<file path="src/sha256_message_digest_assert.svh">
// assertion macros shared by the sha-256 digest rtl
`ifndef SHA256_MESSAGE_DIGEST_ASSERT_SVH
`define SHA256_MESSAGE_DIGEST_ASSERT_SVH

// same-cycle implication, clocked on clk, off during reset
`define SHAMD_ASSERT_IMPLY(lbl, ante, cons, msg) \
	lbl: assert property (@(posedge clk) disable iff (!arst_n) (ante) |-> (cons)) \
		else $error(msg);

// next-cycle implication, clocked on clk, off during reset
`define SHAMD_ASSERT_NEXT(lbl, ante, cons, msg) \
	lbl: assert property (@(posedge clk) disable iff (!arst_n) (ante) |=> (cons)) \
		else $error(msg);

`endif

</file>
<file path="src/shamd_pkg.sv">
// types, constants and round functions of the sha-256 digest block
`default_nettype none

package shamd_pkg;

	localparam logic [7:0] PAD_MARK = 8'h80;
	localparam logic [5:0] LEN_POS  = 6'd56;

	localparam logic [31:0] ROUND_K [64] = '{
		32'h428a2f98, 32'h71374491, 32'hb5c0fbcf, 32'he9b5dba5,
		32'h3956c25b, 32'h59f111f1, 32'h923f82a4, 32'hab1c5ed5,
		32'hd807aa98, 32'h12835b01, 32'h243185be, 32'h550c7dc3,
		32'h72be5d74, 32'h80deb1fe, 32'h9bdc06a7, 32'hc19bf174,
		32'he49b69c1, 32'hefbe4786, 32'h0fc19dc6, 32'h240ca1cc,
		32'h2de92c6f, 32'h4a7484aa, 32'h5cb0a9dc, 32'h76f988da,
		32'h983e5152, 32'ha831c66d, 32'hb00327c8, 32'hbf597fc7,
		32'hc6e00bf3, 32'hd5a79147, 32'h06ca6351, 32'h14292967,
		32'h27b70a85, 32'h2e1b2138, 32'h4d2c6dfc, 32'h53380d13,
		32'h650a7354, 32'h766a0abb, 32'h81c2c92e, 32'h92722c85,
		32'ha2bfe8a1, 32'ha81a664b, 32'hc24b8b70, 32'hc76c51a3,
		32'hd192e819, 32'hd6990624, 32'hf40e3585, 32'h106aa070,
		32'h19a4c116, 32'h1e376c08, 32'h2748774c, 32'h34b0bcb5,
		32'h391c0cb3, 32'h4ed8aa4a, 32'h5b9cca4f, 32'h682e6ff3,
		32'h748f82ee, 32'h78a5636f, 32'h84c87814, 32'h8cc70208,
		32'h90befffa, 32'ha4506ceb, 32'hbef9a3f7, 32'hc67178f2
	};

	localparam logic [31:0] INIT_H [8] = '{
		32'h6a09e667, 32'hbb67ae85, 32'h3c6ef372, 32'ha54ff53a,
		32'h510e527f, 32'h9b05688c, 32'h1f83d9ab, 32'h5be0cd19
	};

	// commands from the message sequencer to the compression unit
	typedef struct packed {
		logic       push;
		logic [7:0] push_byte;
		logic       start;
		logic       init;
	} core_cmd_t;

	typedef struct packed {
		logic            busy;
		logic [3:0][63:0] digest;
	} core_stat_t;

	function automatic logic [31:0] rotr(input logic [31:0] x, input int unsigned s);
		return (x >> s) | (x << (32 - s));
	endfunction

	function automatic logic [31:0] bsig0(input logic [31:0] x);
		return rotr(x, 2) ^ rotr(x, 13) ^ rotr(x, 22);
	endfunction

	function automatic logic [31:0] bsig1(input logic [31:0] x);
		return rotr(x, 6) ^ rotr(x, 11) ^ rotr(x, 25);
	endfunction

	function automatic logic [31:0] ssig0(input logic [31:0] x);
		return rotr(x, 7) ^ rotr(x, 18) ^ (x >> 3);
	endfunction

	function automatic logic [31:0] ssig1(input logic [31:0] x);
		return rotr(x, 17) ^ rotr(x, 19) ^ (x >> 10);
	endfunction

endpackage

`default_nettype wire

</file>
<file path="src/shamd_if.sv">
// valid/ready channel interfaces for message bytes and digest parts
`default_nettype none

interface shamd_in_if;
	logic       valid;
	logic       ready;
	logic [7:0] data_byte;
	logic       has_byte;
	logic       end_of_message;

	modport source (output valid, output data_byte, output has_byte,
		output end_of_message, input ready);
	modport sink (input valid, input data_byte, input has_byte,
		input end_of_message, output ready);
endinterface

interface shamd_out_if;
	logic        valid;
	logic        ready;
	logic [63:0] digest_part;
	logic [1:0]  part_index;
	logic        last_part;

	modport source (output valid, output digest_part, output part_index,
		output last_part, input ready);
	modport sink (input valid, input digest_part, input part_index,
		input last_part, output ready);
endinterface

`default_nettype wire

</file>
<file path="src/shamd_core.sv">
// sha-256 compression unit: block shift register, one round per cycle, hash state
`default_nettype none
`include "sha256_message_digest_assert.svh"

module shamd_core (
	input  wire logic               clk,
	input  wire logic               arst_n,
	input  wire shamd_pkg::core_cmd_t  cmd,
	output shamd_pkg::core_stat_t   stat
);

	localparam logic [1:0] CORE_IDLE  = 2'd0;
	localparam logic [1:0] CORE_ROUND = 2'd1;
	localparam logic [1:0] CORE_FINAL = 2'd2;

	logic [1:0]   state_q;
	logic [5:0]   rnd_q;
	logic [511:0] blk_q;
	logic [31:0]  hash_q [8];
	logic [31:0]  wv_q [8];

	logic [31:0] w0, w1, w9, w14;
	logic [31:0] sched_new;
	logic [31:0] t1, t2;
	logic [31:0] ch, mj;

	// block words, oldest in the top bits; the same register is the schedule window
	assign w0  = blk_q[511:480];
	assign w1  = blk_q[479:448];
	assign w9  = blk_q[223:192];
	assign w14 = blk_q[63:32];

	assign sched_new = shamd_pkg::ssig1(w14) + w9 + shamd_pkg::ssig0(w1) + w0;

	assign ch = (wv_q[4] & wv_q[5]) ^ (~wv_q[4] & wv_q[6]);
	assign mj = (wv_q[0] & wv_q[1]) ^ (wv_q[0] & wv_q[2]) ^ (wv_q[1] & wv_q[2]);
	assign t1 = wv_q[7] + shamd_pkg::bsig1(wv_q[4]) + ch + shamd_pkg::ROUND_K[rnd_q] + w0;
	assign t2 = shamd_pkg::bsig0(wv_q[0]) + mj;

	always_ff @(posedge clk or negedge arst_n) begin
		if (!arst_n) begin
			state_q <= CORE_IDLE;
			rnd_q   <= '0;
			for (int i = 0; i < 8; i++) begin
				hash_q[i] <= shamd_pkg::INIT_H[i];
			end
		end else begin
			unique case (state_q)
				CORE_IDLE: begin
					if (cmd.init) begin
						for (int i = 0; i < 8; i++) begin
							hash_q[i] <= shamd_pkg::INIT_H[i];
						end
					end
					if (cmd.start) begin
						rnd_q   <= '0;
						state_q <= CORE_ROUND;
					end
				end
				CORE_ROUND: begin
					rnd_q <= rnd_q + 6'd1;
					if (rnd_q == 6'd63) begin
						state_q <= CORE_FINAL;
					end
				end
				CORE_FINAL: begin
					for (int i = 0; i < 8; i++) begin
						hash_q[i] <= hash_q[i] + wv_q[i];
					end
					state_q <= CORE_IDLE;
				end
				default: begin
					state_q <= CORE_IDLE;
				end
			endcase
		end
	end

	always_ff @(posedge clk) begin
		if (cmd.push) begin
			blk_q <= {blk_q[503:0], cmd.push_byte};
		end else if (state_q == CORE_ROUND) begin
			blk_q <= {blk_q[479:0], sched_new};
		end
		if (state_q == CORE_IDLE && cmd.start) begin
			for (int i = 0; i < 8; i++) begin
				wv_q[i] <= hash_q[i];
			end
		end else if (state_q == CORE_ROUND) begin
			wv_q[7] <= wv_q[6];
			wv_q[6] <= wv_q[5];
			wv_q[5] <= wv_q[4];
			wv_q[4] <= wv_q[3] + t1;
			wv_q[3] <= wv_q[2];
			wv_q[2] <= wv_q[1];
			wv_q[1] <= wv_q[0];
			wv_q[0] <= t1 + t2;
		end
	end

	always_comb begin
		stat.busy = (state_q != CORE_IDLE);
		for (int k = 0; k < 4; k++) begin
			stat.digest[k] = {hash_q[2 * k], hash_q[2 * k + 1]};
		end
	end

	`SHAMD_ASSERT_IMPLY(a_start_only_idle, cmd.start, state_q == CORE_IDLE, "start while compressing")
	`SHAMD_ASSERT_IMPLY(a_push_only_idle, cmd.push, state_q == CORE_IDLE, "byte pushed into active schedule")
	`SHAMD_ASSERT_NEXT(a_round_advance, state_q == CORE_ROUND && rnd_q != 6'd63,
		state_q == CORE_ROUND && rnd_q == $past(rnd_q) + 6'd1, "round counter skipped")

endmodule

`default_nettype wire

</file>
<file path="src/sha256_message_digest.sv">
// sha-256 message digest: byte input, padding sequencer, four-part digest output
//
// in_ch carries one item per transfer: data_byte, has_byte (data_byte belongs
// to the message) and end_of_message (final item of the message). out_ch
// returns the 256-bit digest as four 64-bit big-endian parts, part_index 0..3,
// last_part set on part 3.
// The item that completes a 64-byte block also starts the compression on the
// single shared round unit: 64 rounds, then the hash update, then a handover
// back to the input. ready is low while a block is compressed, while padding
// is shifted in and while the digest is delivered. After end_of_message the
// padding bytes enter one per cycle up to the end of the block, followed by
// a compression; when the length field does not fit, a second padded block
// follows. The first digest part is offered the cycle after the last
// compression ends.
// The parts are held in registers: a stalled receiver simply keeps the
// current part on out_ch until it is taken. After part 3 transfers the hash
// state returns to its initial value and the byte count to zero.
// Reset puts the hash state at the initial values, clears the byte count and
// leaves the block idle and ready.
`default_nettype none
`include "sha256_message_digest_assert.svh"

module sha256_message_digest (
	input  wire logic  clk,
	input  wire logic  arst_n,
	shamd_in_if.sink   in_ch,
	shamd_out_if.source out_ch
);

	localparam logic [2:0] ST_IDLE  = 3'd0;
	localparam logic [2:0] ST_WAIT  = 3'd1;
	localparam logic [2:0] ST_PAD   = 3'd2;
	localparam logic [2:0] ST_PWAIT = 3'd3;
	localparam logic [2:0] ST_OUT   = 3'd4;

	logic [2:0]  state_q;
	logic [60:0] cnt_q;
	logic        fin_q;
	logic [5:0]  pp_q;
	logic        mark_q;
	logic        extra_q;
	logic        last_q;
	logic [1:0]  idx_q;

	shamd_pkg::core_cmd_t  cmd;
	shamd_pkg::core_stat_t stat;

	logic        in_fire;
	logic        out_fire;
	logic [5:0]  pos_n;
	logic [63:0] bit_len;
	logic [63:0] len_sh;
	logic [7:0]  pad_byte;

	shamd_core u_core (
		.clk    (clk),
		.arst_n (arst_n),
		.cmd    (cmd),
		.stat   (stat)
	);

	assign in_ch.ready  = (state_q == ST_IDLE);
	assign in_fire      = in_ch.valid & in_ch.ready;
	assign out_ch.valid = (state_q == ST_OUT);
	assign out_fire     = out_ch.valid & out_ch.ready;

	assign out_ch.digest_part = stat.digest[idx_q];
	assign out_ch.part_index  = idx_q;
	assign out_ch.last_part   = (idx_q == 2'd3);

	// position of the pad mark in the current block
	assign pos_n = in_ch.has_byte ? (cnt_q[5:0] + 6'd1) : cnt_q[5:0];

	// length bytes go out most significant first, at block positions 56..63
	assign bit_len = {cnt_q, 3'b000};
	assign len_sh  = bit_len << {pp_q[2:0], 3'b000};

	always_comb begin
		if (mark_q) begin
			pad_byte = shamd_pkg::PAD_MARK;
		end else if (pp_q >= shamd_pkg::LEN_POS && !extra_q) begin
			pad_byte = len_sh[63:56];
		end else begin
			pad_byte = 8'h00;
		end
	end

	always_comb begin
		cmd = '0;
		unique case (state_q)
			ST_IDLE: begin
				if (in_fire && in_ch.has_byte) begin
					cmd.push      = 1'b1;
					cmd.push_byte = in_ch.data_byte;
					cmd.start     = (cnt_q[5:0] == 6'd63);
				end
			end
			ST_PAD: begin
				cmd.push      = 1'b1;
				cmd.push_byte = pad_byte;
				cmd.start     = (pp_q == 6'd63);
			end
			ST_OUT: begin
				cmd.init = out_fire && (idx_q == 2'd3);
			end
			default: begin
				cmd = '0;
			end
		endcase
	end

	always_ff @(posedge clk or negedge arst_n) begin
		if (!arst_n) begin
			state_q <= ST_IDLE;
			cnt_q   <= '0;
			fin_q   <= 1'b0;
			pp_q    <= '0;
			mark_q  <= 1'b0;
			extra_q <= 1'b0;
			last_q  <= 1'b0;
			idx_q   <= '0;
		end else begin
			unique case (state_q)
				ST_IDLE: begin
					if (in_fire) begin
						if (in_ch.has_byte) begin
							cnt_q <= cnt_q + 61'd1;
						end
						fin_q   <= in_ch.end_of_message;
						pp_q    <= pos_n;
						mark_q  <= 1'b1;
						extra_q <= (pos_n >= shamd_pkg::LEN_POS);
						if (in_ch.has_byte && cnt_q[5:0] == 6'd63) begin
							state_q <= ST_WAIT;
						end else if (in_ch.end_of_message) begin
							state_q <= ST_PAD;
						end
					end
				end
				ST_WAIT: begin
					if (!stat.busy) begin
						state_q <= fin_q ? ST_PAD : ST_IDLE;
					end
				end
				ST_PAD: begin
					mark_q <= 1'b0;
					pp_q   <= pp_q + 6'd1;
					if (pp_q == 6'd63) begin
						last_q  <= !extra_q;
						extra_q <= 1'b0;
						state_q <= ST_PWAIT;
					end
				end
				ST_PWAIT: begin
					if (!stat.busy) begin
						idx_q   <= '0;
						state_q <= last_q ? ST_OUT : ST_PAD;
					end
				end
				ST_OUT: begin
					if (out_fire) begin
						idx_q <= idx_q + 2'd1;
						if (idx_q == 2'd3) begin
							cnt_q   <= '0;
							state_q <= ST_IDLE;
						end
					end
				end
				default: begin
					state_q <= ST_IDLE;
				end
			endcase
		end
	end

	`SHAMD_ASSERT_IMPLY(a_ready_core_idle, in_ch.ready, !stat.busy, "ready during compression")
	`SHAMD_ASSERT_NEXT(a_last_part_idle, out_fire && out_ch.last_part, state_q == ST_IDLE && cnt_q == '0,
		"not back to idle after last part")
	`SHAMD_ASSERT_NEXT(a_pad_block_compress, state_q == ST_PAD && pp_q == 6'd63,
		stat.busy && state_q == ST_PWAIT, "padded block not compressed")

endmodule

`default_nettype wire

</file>
<file path="src/flat_wrapper.sv">
// flat-port wrapper written by rule: the top's interface ports become plain ports
module sha256_message_digest_flat 
  (clk, arst_n, in_ch_valid, in_ch_data_byte, in_ch_has_byte, in_ch_end_of_message, in_ch_ready, out_ch_valid, out_ch_digest_part, out_ch_part_index, out_ch_last_part, out_ch_ready);
  shamd_in_if in_ch_i ();
  shamd_out_if out_ch_i ();
  input  wire logic clk;
  input  wire logic arst_n;
  input wire logic [$bits(in_ch_i.valid)-1:0] in_ch_valid;
  input wire logic [$bits(in_ch_i.data_byte)-1:0] in_ch_data_byte;
  input wire logic [$bits(in_ch_i.has_byte)-1:0] in_ch_has_byte;
  input wire logic [$bits(in_ch_i.end_of_message)-1:0] in_ch_end_of_message;
  output wire logic [$bits(in_ch_i.ready)-1:0] in_ch_ready;
  output wire logic [$bits(out_ch_i.valid)-1:0] out_ch_valid;
  output wire logic [$bits(out_ch_i.digest_part)-1:0] out_ch_digest_part;
  output wire logic [$bits(out_ch_i.part_index)-1:0] out_ch_part_index;
  output wire logic [$bits(out_ch_i.last_part)-1:0] out_ch_last_part;
  input wire logic [$bits(out_ch_i.ready)-1:0] out_ch_ready;
  assign in_ch_i.valid = in_ch_valid;
  assign in_ch_i.data_byte = in_ch_data_byte;
  assign in_ch_i.has_byte = in_ch_has_byte;
  assign in_ch_i.end_of_message = in_ch_end_of_message;
  assign in_ch_ready = in_ch_i.ready;
  assign out_ch_valid = out_ch_i.valid;
  assign out_ch_digest_part = out_ch_i.digest_part;
  assign out_ch_part_index = out_ch_i.part_index;
  assign out_ch_last_part = out_ch_i.last_part;
  assign out_ch_i.ready = out_ch_ready;
  sha256_message_digest u_core (.clk(clk), .arst_n(arst_n), .in_ch(in_ch_i), .out_ch(out_ch_i));
endmodule
</file>
<file path="config.mk">
export PLATFORM = sky130hd
export DESIGN_NAME = sha256_message_digest_flat
export DESIGN_NICKNAME = d
export VERILOG_FILES = /design/src/shamd_pkg.sv /design/src/shamd_if.sv /design/src/shamd_core.sv /design/src/sha256_message_digest.sv /design/src/flat_wrapper.sv
export VERILOG_INCLUDE_DIRS = /design/src /design/src/src
export SDC_FILE = /design/constraint.sdc
export NUM_CORES = 2
export LEC_CHECK = 0
export CAP_MARGIN = 25
export CORE_MARGIN = 5
export CORE_UTILIZATION = 45
export DETAILED_ROUTE_END_ITERATION = 8
export DONT_BUFFER_PORTS = 1
export GPL_ROUTABILITY_DRIVEN = 0
export SYNTH_ARGS = -nofsm -noshare
export SYNTH_HDL_FRONTEND = slang
export SYNTH_SLANG_ARGS = --single-unit
</file>
<file path="constraint.sdc">
create_clock -name clk -period 17.2 [get_ports clk]
set_input_delay 1.72 -clock clk [delete_from_list [all_inputs] [get_ports clk]]
set_output_delay 1.72 -clock clk [all_outputs]
set_load 0.02 [all_outputs]
</file>
# Yosys cells after proc, flatten, opt, wreduce, memory -nomap -nowiden
# Memory sizes are Yosys's and may differ from the RTL's.
# Index checks and enable logic that the tools add are counted.
[totals] register_bits=852 latch_bits=0 mem_bits_rw=256 rom_bits=2048 inputBits=14 word_cells=191 memories=2
[memory_table] name="(name not given)" depth=64 word_bits=32 rd=1 rd_clocked_by_memory_dff=0 write_ports=0 line_no="shamd_core.sv:37" text="assign t1 = wv_q[7] + shamd_pkg::bsig1(wv_q[4]) + ch + shamd_pkg::ROUND_K[rnd_q] + w0;"
[memory_table] name="u_core.u_core.wv_q" depth=8 word_bits=32 rd=8 rd_clocked_by_memory_dff=0 write_ports=8 line_no="shamd_core.sv:20" text="logic [31:0] wv_q [8];"
[classes] n_addsub=23 mul=0 n_div=0 magnitude_cmp=4 eq_ne=21 shift=1 muxes=58 bitwise_logic=38 reduce_logical=25
[ops] cell="512-bit 2-to-1 mux" n=2
[ops] cell="32-bit adder" n=18
[ops] cell="256-bit one-hot mux with 2 select lines" n=1
[ops] cell="32-bit 2-to-1 mux" n=10
[ops] cell="32-bit bitwise XOR" n=9
[ops] cell="256-bit 2-to-1 mux" n=1
[ops] cell="61-bit 2-to-1 mux" n=4
[ops] cell="32-bit AND" n=5
[ops] cell="64-bit binary-select mux with 2-bit select" n=1
[ops] cell="61-bit one-hot mux with 2 select lines" n=1
[ops] cell="64-bit 2-to-1 mux" n=1
[ops] cell="64-bit by 6-bit left shift with 64-bit output" n=1
[ops] cell="61-bit by 1-bit adder with 61-bit output (second input constant)" n=1
[ops] cell="32-bit inverter" n=1
[ops] cell="10-bit by 32-bit bitwise OR with 32-bit output" n=1
[ops] cell="13-bit by 32-bit bitwise OR with 32-bit output" n=1
[ops] cell="14-bit by 32-bit bitwise OR with 32-bit output" n=1
[ops] cell="15-bit by 32-bit bitwise OR with 32-bit output" n=1
[ops] cell="19-bit by 32-bit bitwise OR with 32-bit output" n=1
[ops] cell="21-bit by 32-bit bitwise OR with 32-bit output" n=1
[ops] cell="25-bit by 32-bit bitwise OR with 32-bit output" n=1
[ops] cell="26-bit by 32-bit bitwise OR with 32-bit output" n=1
[ops] cell="30-bit by 32-bit bitwise OR with 32-bit output" n=1
[ops] cell="7-bit by 32-bit bitwise OR with 32-bit output" n=1
[ops] cell="other kinds (38)" n=104

# Longest topological paths before layout
# An unclocked memory read counts as a cell.
[logic_depth] depth_word=10 depth_mapped=40 depth_no_buf=39

# Modules after synthesis
# A second synthesis with hierarchy kept.
[unflattened] hier_cells=7413 hier_area_um2=76329.5
[by_module_without_submodules] mod="shamd_core" instances=1 cells_per_inst=6795 area_per_inst_um2=69998.4
[by_module_without_submodules] mod="sha256_message_digest" instances=1 cells_per_inst=618 area_per_inst_um2=6331.1

# Least setup slack after synthesis
# No wires, ideal clock.
[synth_timing] path_kind="in2reg" from="input port in_ch_has_byte" to="register u_core.u_core.rnd_q[5]" setup_time_ps=77 arrival_time_ps=14992 required_time_ps=17123 slack_ps=2131 cell_stages=9 cell_sequence="and3_1 -> clkbuf_1 -> nand2_1 -> nand2_1 -> nor2_1 -> nor2_1 -> nand3_1 -> or3_1 -> a21oi_1"
[synth_between] elab_chain_len=5
[synth_rtl] item="start: declaration" line_no="flat_wrapper.sv:10" text="input wire logic [$bits(in_ch_i.has_byte)-1:0] in_ch_has_byte;"
[synth_rtl] item="1-bit logical AND" line_no="sha256_message_digest.sv:92" text="if (in_fire && in_ch.has_byte) begin"
[synth_rtl] item="10-bit 2-to-1 mux" line_no="sha256_message_digest.sv:92"
[synth_rtl] item="10-bit one-hot mux with 2 select lines" line_no="sha256_message_digest.sv:90" text="unique case (state_q)"
[synth_rtl] item="2-bit != test (no line)"
[synth_rtl] item="2-bit AND reduction (no line)"
[synth_rtl] item="end signal: assignment" line_no="shamd_core.sv:61" text="rnd_q <= rnd_q + 6'd1;"
[synth_rtl] item="end: declaration" line_no="shamd_core.sv:17" text="logic [5:0] rnd_q;"
# No other way between the ends.
# A chain may end at the register's enable or synchronous reset.

==> impl_metrics.toml <==
[outcome]
outcome = "finished with violations"
violations = "DRC"

[logic_synthesis]
syn_avg_cell_area_um2 = 9.145
async_reset_ff_share_pct = 30.69
synth.ff_latch_count = 1108
synth-main-ff-cell = "edfxtp_1"
synth_edf_count = 768
synth_top_cell_area_share_pct = 30.59
ys_top_cells_by_area = "edfxtp_1, nand2_1, dfrtp_1, ha_1, fa_1"
synth_area_mm2 = 0.07539
yosysWarnings = 0
synth_area_leader_cell = "edfxtp_1"
seq_area_frac_synth_pct = 42.10
synth_fp_nets = 8849
yosysUniqueCellTypes = 91
synth_cells = 8243

[worst_setup_path]
critPathMostFrequentCell = "a21o_1"
crit_slowest_cell = "dfrtp_1"
r2r_setup_slack_ps = 7020
path_class = "reg2reg"
cp-end-kind = "flop"
startpoint_type = "flop"
slowest_delay_ps = 840
cp_num_buf_inv = 4
arrival_ps = 10830
worstPathRequired_ps = 17850
path_delay_family = "compound AO/OA/AOI/OAI gates"
critPathMaxFanout = 22

[route]
first_pass_iters = 9
wl_per_cell_um = 22.93
dr.first_iter.drc_count = 7479
wl_mm = 236.6
drc = 6
postRouteAntennaNets = 0
vias = 60060
vias_per_cell = 5.819

[grt]
grt_pass1_wl_mm = 354.7
gr-total-overflow = 0
track_usage_pct = 26.38
antenna_found_initial = 8
grt_pass1_vias = 56030
grt_max_degree = 341

[die]
num_rows = 150
start_util_pct = 45.18
core-area_mm2 = 0.1668
dieHeight_um = 419.3
ios = 83
dieArea_mm2 = 0.1758
fp.dieW_um = 419.3

[clock_network]
cts_setup_buffers = 0
root_buffer = "clkbuf_16"
cts_sinks = 1108
clockBufferDepth = 3
postCtsHoldBufs = 0
h-tree-depth = 4
worstSkewPairLatency_ps = 810
clk_pin_slew_ps = 60
cts_resized = 0
cts_tree = "built"
cts_buffers = 136

[timing]
timing.fmax_mhz = 98.23
rsz0062_at_grt = "false"
period_needed_ps = 10180
fin_tns_setup_ps = 0
hold_violations = 0
worst_pin_slew_ps = 1172
finalSetupViolations = 0
slew_headroom_pct = 21.19
skew_ps = 31.90
post-route-period-util_pct = 59.19
drv_slew = 0

[placed_design]
port-buffer-count = 0
dp_hpwl_mm = 170.1

[layout]
finalNetCount = 8607
final_layout_size_suffix_gt1_share_pct = 6.893
fill_cells = 15500
syn2layout_area_growth_pct = 8.239

[hold_path]
hold_class = "reg2reg"

[run]
drv_cap = 0
==> cells by family after synthesis <==
group	count (synthesis)	synth area share (%)
flops	1108	42.10
xor+xnor	618	7.198
compound gates	1637	13.54
simple gates	3321	18.12
buf+inv	834	4.163
fa+ha+maj	595	11.81
mux	130	3.062
==> worst reg2reg max path, delay by kind of cell, from the launching register on <==
family	cells	cell delay, ps
fa+ha+maj	7	3090
flops	1	840
simple gates	7	1570
compound gates	18	3270
xor+xnor	2	680
buf+inv	4	590
==> layout make-up <==
type                            count  area [µm²]  share of cell area (%)
Multi-Input combinational cell   6301       40580                   49.73
Sequential cell                  1108       31750                   38.91
Timing Repair Buffer               70       653.1                  0.8004
Inverter                          384        1441                   1.766
Clock inverter                     70       709.4                  0.8694
Tap cell                         2204        2758                   3.380
Antenna cell                        7       17.52                 0.02147
Clock buffer                      177        3687                   4.519
==> cell usage after synthesis, types with 12 or more instances <==
cell type	n
o22a_1	17
o21ai_0	481
a31oi_1	48
o211ai_1	38
ha_1	397
fa_1	195
a211o_1	19
a21boi_0	17
a21o_1	177
o22ai_1	12
o21a_1	45
nand3_1	109
a211oi_1	45
edfxtp_1	768
nor2b_1	48
o21bai_1	61
and2_1	24
nor2_1	394
nand4_1	36
a22oi_1	14
a21oi_1	466
buf_1	27
nor3b_1	14
a311oi_1	15
dfrtp_1	204
clkbuf_1	417
nand2b_1	62
and3_1	54
mux2i_1	45
dfstp_2	136
nand2_1	2406
xnor2_1	366
or2_2	19
nor3_1	69
mux4_2	80
xor2_1	251
o31ai_1	29
or3_1	35
inv_1	382
==> flip-flops by register name, summed over array words and instances (netlist names) <==
| name | cells |
|---|---|
| u_core.mark_q | 1 |
| u_core.fin_q | 1 |
| u_core.u_core.state_q | 2 |
| u_core.u_core.stat | 256 |
| u_core.out_ch.part_index | 2 |
| u_core.extra_q | 1 |
| u_core.u_core.blk_q | 512 |
| u_core.u_core.wv_q | 256 |
| u_core.last_q | 1 |
| u_core.cnt_q | 61 |
| u_core.u_core.rnd_q | 6 |
| u_core.state_q | 3 |
| u_core.pp_q | 6 |
==> final timing paths <==
kind / end / start / depth (start not counted)
max reg2reg: u_core.u_core.wv_q[0][31] / u_core.u_core.rnd_q[0] / 38
max: u_core.u_core.wv_q[0][31] / u_core.u_core.rnd_q[0] / 38
min reg2reg: u_core.fin_q / u_core.fin_q / 2
min in group asynchronous: u_core.u_core.stat[60] / arst_n / 0
max in group asynchronous: u_core.u_core.stat[199] / arst_n / 0
min: u_core.fin_q / u_core.fin_q / 2
==> per-stage QoR <==
stage	utilization (%)	instance area [µm²]	cells	hold WS, ps	setup WS [ps]
floorplan	-	75390	8243	446.0	2131
global placement	46.18	77050	10060	469.7	7355
detailed placement	46.18	77060	10060	485.3	7186
CTS	48.82	81450	10310	499.6	7160
global route	48.89	81580	10310	523.9	6423
finish	48.91	81600	10320	497.0	7019
==> layout by cell type (no fill, tap or decap), types with 15 or more instances in the layout <==
cell and n:
nand2b_1 59, nor3_1 68, o31ai_1 29, o21ai_0 481, a211oi_1 45, a311oi_1 15, mux4_2 80, a21o_1 177
a21boi_0 17, edfxtp_1 768, clkbuf_16 136, o211ai_1 38, o21a_1 45, mux2i_1 45, dfrtp_1 200, nor2b_1 46
and3_1 53, nand2_1 2405, clkbuf_1 28, clkinv_1 16, and2_1 24, dfstp_2 136, a211o_1 19, a31oi_1 48
buf_4 59, nand4_1 36, inv_1 382, or2_2 18, fa_1 195, xnor2_1 366, clkinv_2 23, o22a_1 17
a21oi_1 466, xor2_1 251, ha_1 397, nand3_1 109, o21bai_1 61, nor2_1 392, or3_1 35
==> routing by layer <==
metal	wire, µm	global-route usage, %
met1	106200	38.87
met2	99670	38.21
met3	21800	6.066
met4	8869	8.972
met5	95	0
Power is left out: the tool's default activity adds up to more than one toggle a clock period on the data nets, which glitch-free logic cannot reach.
